File: src/rtl/fcm_mul.sv
// ----------------------------------------------------------------------------
// fcm_mul
// Shared 32x32 unsigned multiplier with a registered product.
// ----------------------------------------------------------------------------
`default_nettype none

module fcm_mul (
    input  wire logic        clk,
    input  wire logic [31:0] a,
    input  wire logic [31:0] b,
    output logic      [63:0] p
);

    always_ff @(posedge clk)
    begin
        p <= 64'(a) * 64'(b);
    end

endmodule

`default_nettype wire

File: config.mk
export PLATFORM = sky130hd
export DESIGN_NAME = fcm_mul
export DESIGN_NICKNAME = d
export VERILOG_FILES = /design/src/rtl/fcm_mul.sv
export SDC_FILE = /design/constraint.sdc
export NUM_CORES = 2
export LEC_CHECK = 0
export BUFFER_PORTS_ARGS = -buffer_cell sky130_fd_sc_hd__buf_2
export CORE_MARGIN = 1
export CORE_UTILIZATION = 55
export DETAILED_ROUTE_END_ITERATION = 8
export PLACE_DENSITY = 0.85
export SLEW_MARGIN = 10
export SYNTH_ARGS = -nofsm -noshare
export SYNTH_HDL_FRONTEND = slang
export SYNTH_SLANG_ARGS = --single-unit
File: constraint.sdc
create_clock -name clk -period 7.2 [get_ports clk]
set_input_delay 1.08 -clock clk [delete_from_list [all_inputs] [get_ports clk]]
set_output_delay 1.08 -clock clk [all_outputs]
set_load 0.02 [all_outputs]
==> out/results.tsv <==
metric	value	unit
status	complete, but fails checks	
violations	negative setup slack	
drive_above_1_share	17.8	%
ys.flop_type	dfxtp_1	
setup_viol	28	
cap_violations	0	
grt_max_degree	24	
slew_violations	0	
fp.dieH	253	um
grt_pass1_vias	31200	
syn_inst	3748	
post-dp-hpwl	80500	um
crit_type	input port to register	
synth_area_per_cell	9.25	sq um
die-area	64100	sq um
overflow	0	
slew_headroom	61.2	%
grt_antenna_before_repair	5	
post-place-cells	4850	
htree_levels	3	
arrival	8.02	ns
cts.sinks	64	
cpMostUsedCell	fa_1	
crit_path_start_kind	input port	
fin_cells	4899	
synthTopCellsByArea	fa_1 52%, and2_1 11%, ha_1 9.5%	
ant_nets	0	
setup_ws	-0.540	ns
worstPathMaxFanout	10	
wirelength	98300	um
drtIter0Drc	2027	
final_hold_viol_count	0	
ys_types	57	
syn_nets	4972	
core-area	62100	sq um
synth_top_area_cell	fa_1	
synth_top_cell_area_share	51.7	%
pre_cts_slack	-1.02	ns
drcViolationCount	0	
vias	27400	
numCtsBuffers	9	
holdPathStages	3	
crit_start	a[9]	
timing.critical_path.to_type	register	
place.gp.congestion	0.963	
worstHoldPathType	input port to register	
fmax	0.129	GHz
holdPathEnd	p[0]$_DFF_P_	
postPlaceCellArea	38500	sq um
clock_path_buffers	2	
synth_edf_count	0	
dieWidth	253	um
yosysSeqAreaShare	3.69	%
grt.total_usage	31.8	%
finalCritPeriodShare	108	%
yosysWarnings	0	
nets	5280	
fin_crit	7.74	ns
dr.pass1.iters	5	
cts_tree	done	
syn_to_final_growth	16.4	%
slowest_delay	0.63	ns
cts-root-buf	clkbuf_16	
async_reset_ff_share	0	%
wl_per_cell	20.1	um
mostFrequentLayoutCell	fa_1	
initial_utilization	55.9	%
largest_reg_flops	64	
path_cells	buf_6, buf_12, and2_1, fa_1, inv_1, fa_1, inv_1, fa_1, fa_2, fa_2, fa_1, fa_2, fa_1, ha_4, nand2_1, or4_4, or3_4, a31oi_1, buf_4, a31o_4, a211oi_4, o21ai_1, xor2_1	
rsz0062_at_grt	true	
fin_util	65.0	%
port_buffers	128	
rows	91	
synth_area	34700	sq um
layout_common_cells	852 x fa_1, 848 x inv_1, 575 x and2_1	
grt_pass1_wl	157000	um
largest-register	p	
clk_pin_slew	0.06	ns
top_regs	p: 64 flops	
holdCritStartpoint	b[0]	
num_io_pins	129	
worstPathRequired	7.48	ns
tightest_slew	0.578	ns
viasPerCell	5.59	
design_area	40400	sq um
synth-seq-cells	64	
crit_slowest_cell	fa_2	
-- cell usage after synthesis (all sizes together), types with 4 or more instances --
cell type,n
fa,896
inv,865
and2,602
nand2,480
ha,263
clkbuf,213
a21oi,66
dfxtp,64
a21o,40
xnor2,35
o21ai,26
xor2,25
nand4,23
nor2,20
and3,14
a31oi,12
o21bai,11
nand3,10
o21a,9
buf,7
nor3,7
o31ai,5
a221o,4
a221oi,4
-- worst max-delay path by stage --
stage | endpoint | slack [ns] | cells past startpoint
finish | p[62]$_DFF_P_ | -0.54 | 23
global route | p[62]$_DFF_P_ | -0.66 | 23
CTS | p[62]$_DFF_P_ | -0.41 | 24
detailed placement | p[62]$_DFF_P_ | -1.02 | 25
global placement | p[58]$_DFF_P_ | -0.91 | 25
floorplan | p[62]$_DFF_P_ | -0.41 | 26
-- worst max-delay path: cells and delay by family --
family	cells	cell delay [ns]
adder cells (fa/ha/maj)	9	4.43
AND/OR/NAND/NOR	4	1.18
AO/OA/AOI/OAI	4	0.59
buffers and inverters	5	0.57
XOR/XNOR	1	0.15
-- cell families after synthesis --
| logic type | Yosys count | share of synthesized area [%] |
|---|---|---|
| AND/OR/NAND/NOR | 1177 | 17.6 |
| adder cells (fa/ha/maj) | 1159 | 61.2 |
| buffers and inverters | 1085 | 11.8 |
| AO/OA/AOI/OAI | 202 | 4.15 |
| flip-flops | 64 | 3.69 |
| XOR/XNOR | 60 | 1.52 |
| multiplexers | 1 | 0.0289 |
-- stage by stage --
| stage | TNS (ns) | hold slack (ns) |
|---|---|---|
| 5_1_grt | -13.92 | 1.48 |
| 3_5_place_dp | -29.50 | 1.49 |
| 2_1_floorplan | -4.16 | 1.21 |
| 4_1_cts | -6.60 | 1.44 |
| 6_report | -9.65 | 1.47 |
| 3_3_place_gp | -24.39 | 1.50 |
-- routing by layer --
layer  track usage [%]  wire length, um  vias up
met5                 0               20        -
met4              24.8             8670        4
met3              5.86             7700      560
met2              55.4            50000     1453
met1              34.2            31900    13900
li1                  -                -    11500
-- area by class of cell --
| class | count | area, sq um |
|---|---|---|
| Multi-Input combinational cell | 2599 | 30100 |
| Inverter | 865 | 3250 |
| Clock inverter | 4 | 70.1 |
| Tap cell | 837 | 1050 |
| Fill cell | 4385 | 21700 |
| Clock buffer | 10 | 239 |
| Sequential cell | 64 | 1280 |
| Antenna cell | 3 | 7.51 |
| Timing Repair Buffer | 517 | 4340 |
-- what timing repair did --
item	4_1_cts	5_1_grt
hold buffers	0	0
endpoints found under the setup margin	37	42
gates cloned	2	0
buffers inserted	23	10
pin swaps	117	88
gates resized for setup	215	124
Power is left out: the tool's default activity adds up to more than one toggle a clock period on the data nets, which glitch-free logic cannot reach.
