===== src/rtl/fcm_pkg.sv =====
// ----------------------------------------------------------------------------
// fcm_pkg
// Shared types, constants and the exp2 root table for the fuzzy c-means core.
// ----------------------------------------------------------------------------
`default_nettype none

package fcm_pkg;

    localparam int ACC_W  = 38;                 // squared-distance accumulator
    localparam int LG_W   = 22;                 // log2 value, 6.16
    localparam int SUM_W  = 53;                 // term and term-sum width
    localparam int FEAT_W = 16;
    localparam int EXP_W  = 16;

    localparam logic [ACC_W-1:0] ACC_MAX = {ACC_W{1'b1}};
    localparam logic [SUM_W-1:0] SUM_CAP = {1'b1, {(SUM_W-1){1'b0}}};
    localparam logic [EXP_W-1:0] EXP_RESET = 16'd8192;

    typedef enum logic [0:0] {
        REQ_LOAD   = 1'b0,
        REQ_SAMPLE = 1'b1
    } req_t;

    typedef enum logic [0:0] {
        REG_RATIO_EXPONENT = 1'b0
    } reg_idx_t;

    typedef enum logic [4:0] {
        ST_IDLE,
        ST_ACC_RD,
        ST_ACC_SQ,
        ST_ACC_ADD,
        ST_FINISH,
        ST_LG_LOAD,
        ST_LG_NORM,
        ST_LG_SQ,
        ST_LG_UPD,
        ST_PW_START,
        ST_PW_LI,
        ST_PW_LK,
        ST_PW_MAG,
        ST_EX_STEP,
        ST_EX_MUL,
        ST_EX_SH,
        ST_PW_ADD,
        ST_DV_INIT,
        ST_DV_STEP,
        ST_DV_DONE,
        ST_OUT_WAIT
    } state_t;

    typedef logic [31:0] exp_tab_t [0:16];

    function automatic logic [63:0] isqrt64(logic [63:0] v_in);
        logic [63:0] v;
        logic [63:0] r;
        logic [63:0] b;
        v = v_in;
        r = '0;
        b = 64'd1 << 62;
        for (int s = 0; s < 32; s++)
        begin
            if (b > v)
            begin
                b = b >> 2;
            end
        end
        for (int s = 0; s < 32; s++)
        begin
            if (b != 0)
            begin
                if (v >= r + b)
                begin
                    v = v - (r + b);
                    r = (r >> 1) + b;
                end
                else
                begin
                    r = r >> 1;
                end
                b = b >> 2;
            end
        end
        return r;
    endfunction

    // Successive square roots of 2.0 in Q.30, evaluated at elaboration.
    function automatic exp_tab_t gen_exp_tab();
        exp_tab_t    t;
        logic [63:0] prev;
        prev = 64'd1 << 31;
        t[0] = prev[31:0];
        for (int j = 1; j <= 16; j++)
        begin
            prev = isqrt64(prev << 30);
            t[j] = prev[31:0];
        end
        return t;
    endfunction

    localparam exp_tab_t EXP_TAB = gen_exp_tab();

endpackage

`default_nettype wire


===== src/rtl/fcm_center_mem.sv =====
// ----------------------------------------------------------------------------
// fcm_center_mem
// Center feature store: one write port, one registered read port.
// ----------------------------------------------------------------------------
`default_nettype none

module fcm_center_mem #(
    parameter int DEPTH = 128,
    parameter int AW    = 7
) (
    input  wire logic                          clk,
    input  wire logic                          we,
    input  wire logic [AW-1:0]                 waddr,
    input  wire logic [fcm_pkg::FEAT_W-1:0]    wdata,
    input  wire logic [AW-1:0]                 raddr,
    output logic      [fcm_pkg::FEAT_W-1:0]    rdata
);

    logic [fcm_pkg::FEAT_W-1:0] mem [0:DEPTH-1];

    always_ff @(posedge clk)
    begin
        if (we)
        begin
            mem[waddr] <= wdata;
        end
        rdata <= mem[raddr];
    end

endmodule

`default_nettype wire


===== config.mk =====
export PLATFORM = sky130hd
export DESIGN_NAME = fcm_center_mem
export DESIGN_NICKNAME = d
export VERILOG_FILES = /design/src/rtl/fcm_pkg.sv /design/src/rtl/fcm_center_mem.sv
export SDC_FILE = /design/constraint.sdc
export NUM_CORES = 2
export LEC_CHECK = 0
export BUFFER_PORTS_ARGS = -buffer_cell sky130_fd_sc_hd__buf_4
export CORE_UTILIZATION = 60
export DETAILED_ROUTE_END_ITERATION = 12
export MAX_ROUTING_LAYER = met4
export PLACE_DENSITY = 0.79
export RECOVER_POWER = 25
export SYNTH_ARGS = -nofsm -noshare
export SYNTH_HDL_FRONTEND = slang
export SYNTH_SLANG_ARGS = --single-unit

===== constraint.sdc =====
create_clock -name clk -period 9.2 [get_ports clk]
set_clock_uncertainty 0.15 [all_clocks]
set_input_delay 1.38 -clock clk [delete_from_list [all_inputs] [get_ports clk]]
set_output_delay 1.38 -clock clk [all_outputs]
set_load 0.01 [all_outputs]

==> flow_summary.toml <==
[placed_design]
placed_cells = 4871
dp_hpwl_mm = 102.8
gp_congestion = 0.8188
placed_area_sq_um = 81750
port_buffers = 47
dpl_worst_slack_ns = 3.952

[floorplanning]
die_h_um = 363.8
start_util_pct = 60.57
die_w_um = 363.8
num_rows = 132
num_io_pins = 48
die-area_sq_um = 132300
core_sq_um = 129600

[logic_synthesis]
synthTopCellsByArea = "edfxtp_1 78%, mux4_2 19%, nor2_1 0.58%"
syn_area_sq_um = 78520
ys_types = 17
avgSynthCellArea_sq_um = 25.44
synth-seq-cells = 2064
synthCells = 3086
yosys.area.top_type = "edfxtp_1"
yosys_warnings = 0
synthesis.nets = 3118
yosysTopAreaCellShare_pct = 78.32
yosysSeqAreaShare_pct = 78.73

[clock_tree]
htreeDepth = 4
cts_root_buf = "clkbuf_16"
postCtsSetupBuffers = 0
cts_made_buffers = 190
cts_tree = "done"
clk-insertion-delay-late_ns = 0.82
numClockSinks = 2064
clkTransAtPathRegs_ns = 0.06
postCtsResizedCells = 0
cts_max_path_buffers = 3
hold_buffers = 0

[grt]
grt_first_pass_wirelength_mm = 285.2
antenna_found_initial = 28
grt-ovfl-total = 0
grt_pass1_vias = 38230
track_usage_pct = 32.61
grt_max_degree = 173

[sta]
max_freq_mhz = 161.8
worst_pin_slew_ns = 5.710
setup_slack_ns = 3.020
hold_viol = 0
min_period_over_period_pct = 67.17
slew_headroom_pct = -280.7
period_needed_ns = 6.180
finalSetupViolations = 0
drv_slew = 1554
fin_tns_setup_ns = 0
rsz0062_at_grt = "no"

[layout]
drive_gt1_share_pct = 33.14
stdcell_count = 5247
fin_area_sq_um = 87850
regArea_sq_um = 61820
fillers = 7211
final_common_cell = "edfxtp_1"
fin_nets = 3353
area_growth_pct = 11.88
final_cell_mix = "2048 x edfxtp_1, 672 x mux4_2, 200 x clkbuf_16"
multi_input_area_sq_um = 16080
utilization_pct = 67.76

[power]
total_leakage_power_nw = 27.09
peakVddDrop_uv = 221.4
cellPowerDensity_nw_per_um2 = 219.1

[worst_hold_path]
holdCritStartpoint = "wdata[12]"
worstHoldPathType = "primary input to flip-flop"

[routing]
drt-total-wl_mm = 203.9
drcViolationCount = 0
postRouteAntennaNets = 0
via_per_inst = 7.113
post_drt_wl_per_cell_um = 38.86
drtIter0Drc = 6664
route.vias.total = 37320
first_pass_iters = 6

[setup_path]
crit_path_cell_trace = "clkbuf_1, clkbuf_1"
crit_type = "primary input to flip-flop"
startpoint = "wdata[4]"
start_kind = "primary input"
r2r_start = "mem[64][0]"
slowest_stage = "clkbuf_1"
crit_fanout = 109
path_buf_inv = 2
cp_top_family = "buffers and inverters"
critical_path_required_ns = 8.88
arrival_ns = 5.86
crit_top_cell = "clkbuf_1"
crit_path_max_incr_delay_ns = 3.74
crit_path_end_kind = "flip-flop"

[job]
maxCapViolations = 20

[run_status]
outcome = "finished, violations left"
violations = "capacitance limit, slew limit"
routing by layer:
layer / vias up / track usage (%) / routed length [um]
met5: - / - / 0
met1: 19550 / 41.77 / 67170
met2: 3326 / 50.82 / 100700
met4: 0 / 12.72 / 7763
li1: 13940 / - / -
met3: 504 / 8.315 / 28270
kinds of logic after synthesis:
group                  share of synthesized area (%)
flip-flops                                     78.73
multiplexers                                   19.50
buffers and inverters                         0.8812
AND/OR/NAND/NOR                               0.8875
path summary, 6_finish.rpt:
kind | endpoint | slack, ns | depth (start not counted)
setup / recovery | mem[117][4] | 3.02 | 2
hold / removal | mem[35][12] | 0.94 | 1
setup reg to reg | rdata[0] | 6.48 | 4
hold reg to reg | rdata[13] | 1.02 | 4
registers in the layout, indices dropped and copies added, names as in the netlist:
| signal | flops |
|---|---|
| mem | 2048 |
| rdata | 16 |
where the power goes:
| part | leakage (nW) | switching (W) | internal, W |
|---|---|---|---|
| clock | 3.03 | 0.00343 | 0.00442 |
| combinational | 5.51 | 0.000562 | 0.000375 |
| sequential | 18.5 | 0.0000507 | 0.0104 |
worst register-to-register path, stage by stage, from the launching register on:
cell and delay (ns):
edfxtp_1 0.43, mux4_2 0.48, mux4_2 0.60, mux4_2 0.64
mux2_2 0.31
through the flow:
stage	total power, W	hold slack, ns
2_1_floorplan	0.01111	0.9237
3_3_place_gp	0.01150	0.9718
3_5_place_dp	0.01154	0.9674
4_1_cts	0.01925	0.6803
5_1_grt	0.01963	0.9414
6_report	0.01925	0.9433
synth_stat cells:
cell type  number
buf_1          28
mux2_2         16
nand2_1        14
or3_1           1
nand4_1         3
clkbuf_1       82
edfxtp_1     2048
buf_4           1
nor3_1          9
nand2b_1        2
nor2b_1         7
mux4_2        672
nor2_1        122
dfxtp_1        16
nand3_1        12
buf_2          52
buf_6           1
cell type report:
class	count	share of cell area, %
repair buffers	207	1.783
flip-flops and latches	2064	70.37
clock inverters	129	1.189
diodes	20	0.05697
multi-input cells	858	18.31
clock buffers	227	5.812
well taps	1742	2.481
Note: power is estimated with default switching activity, not from simulation.
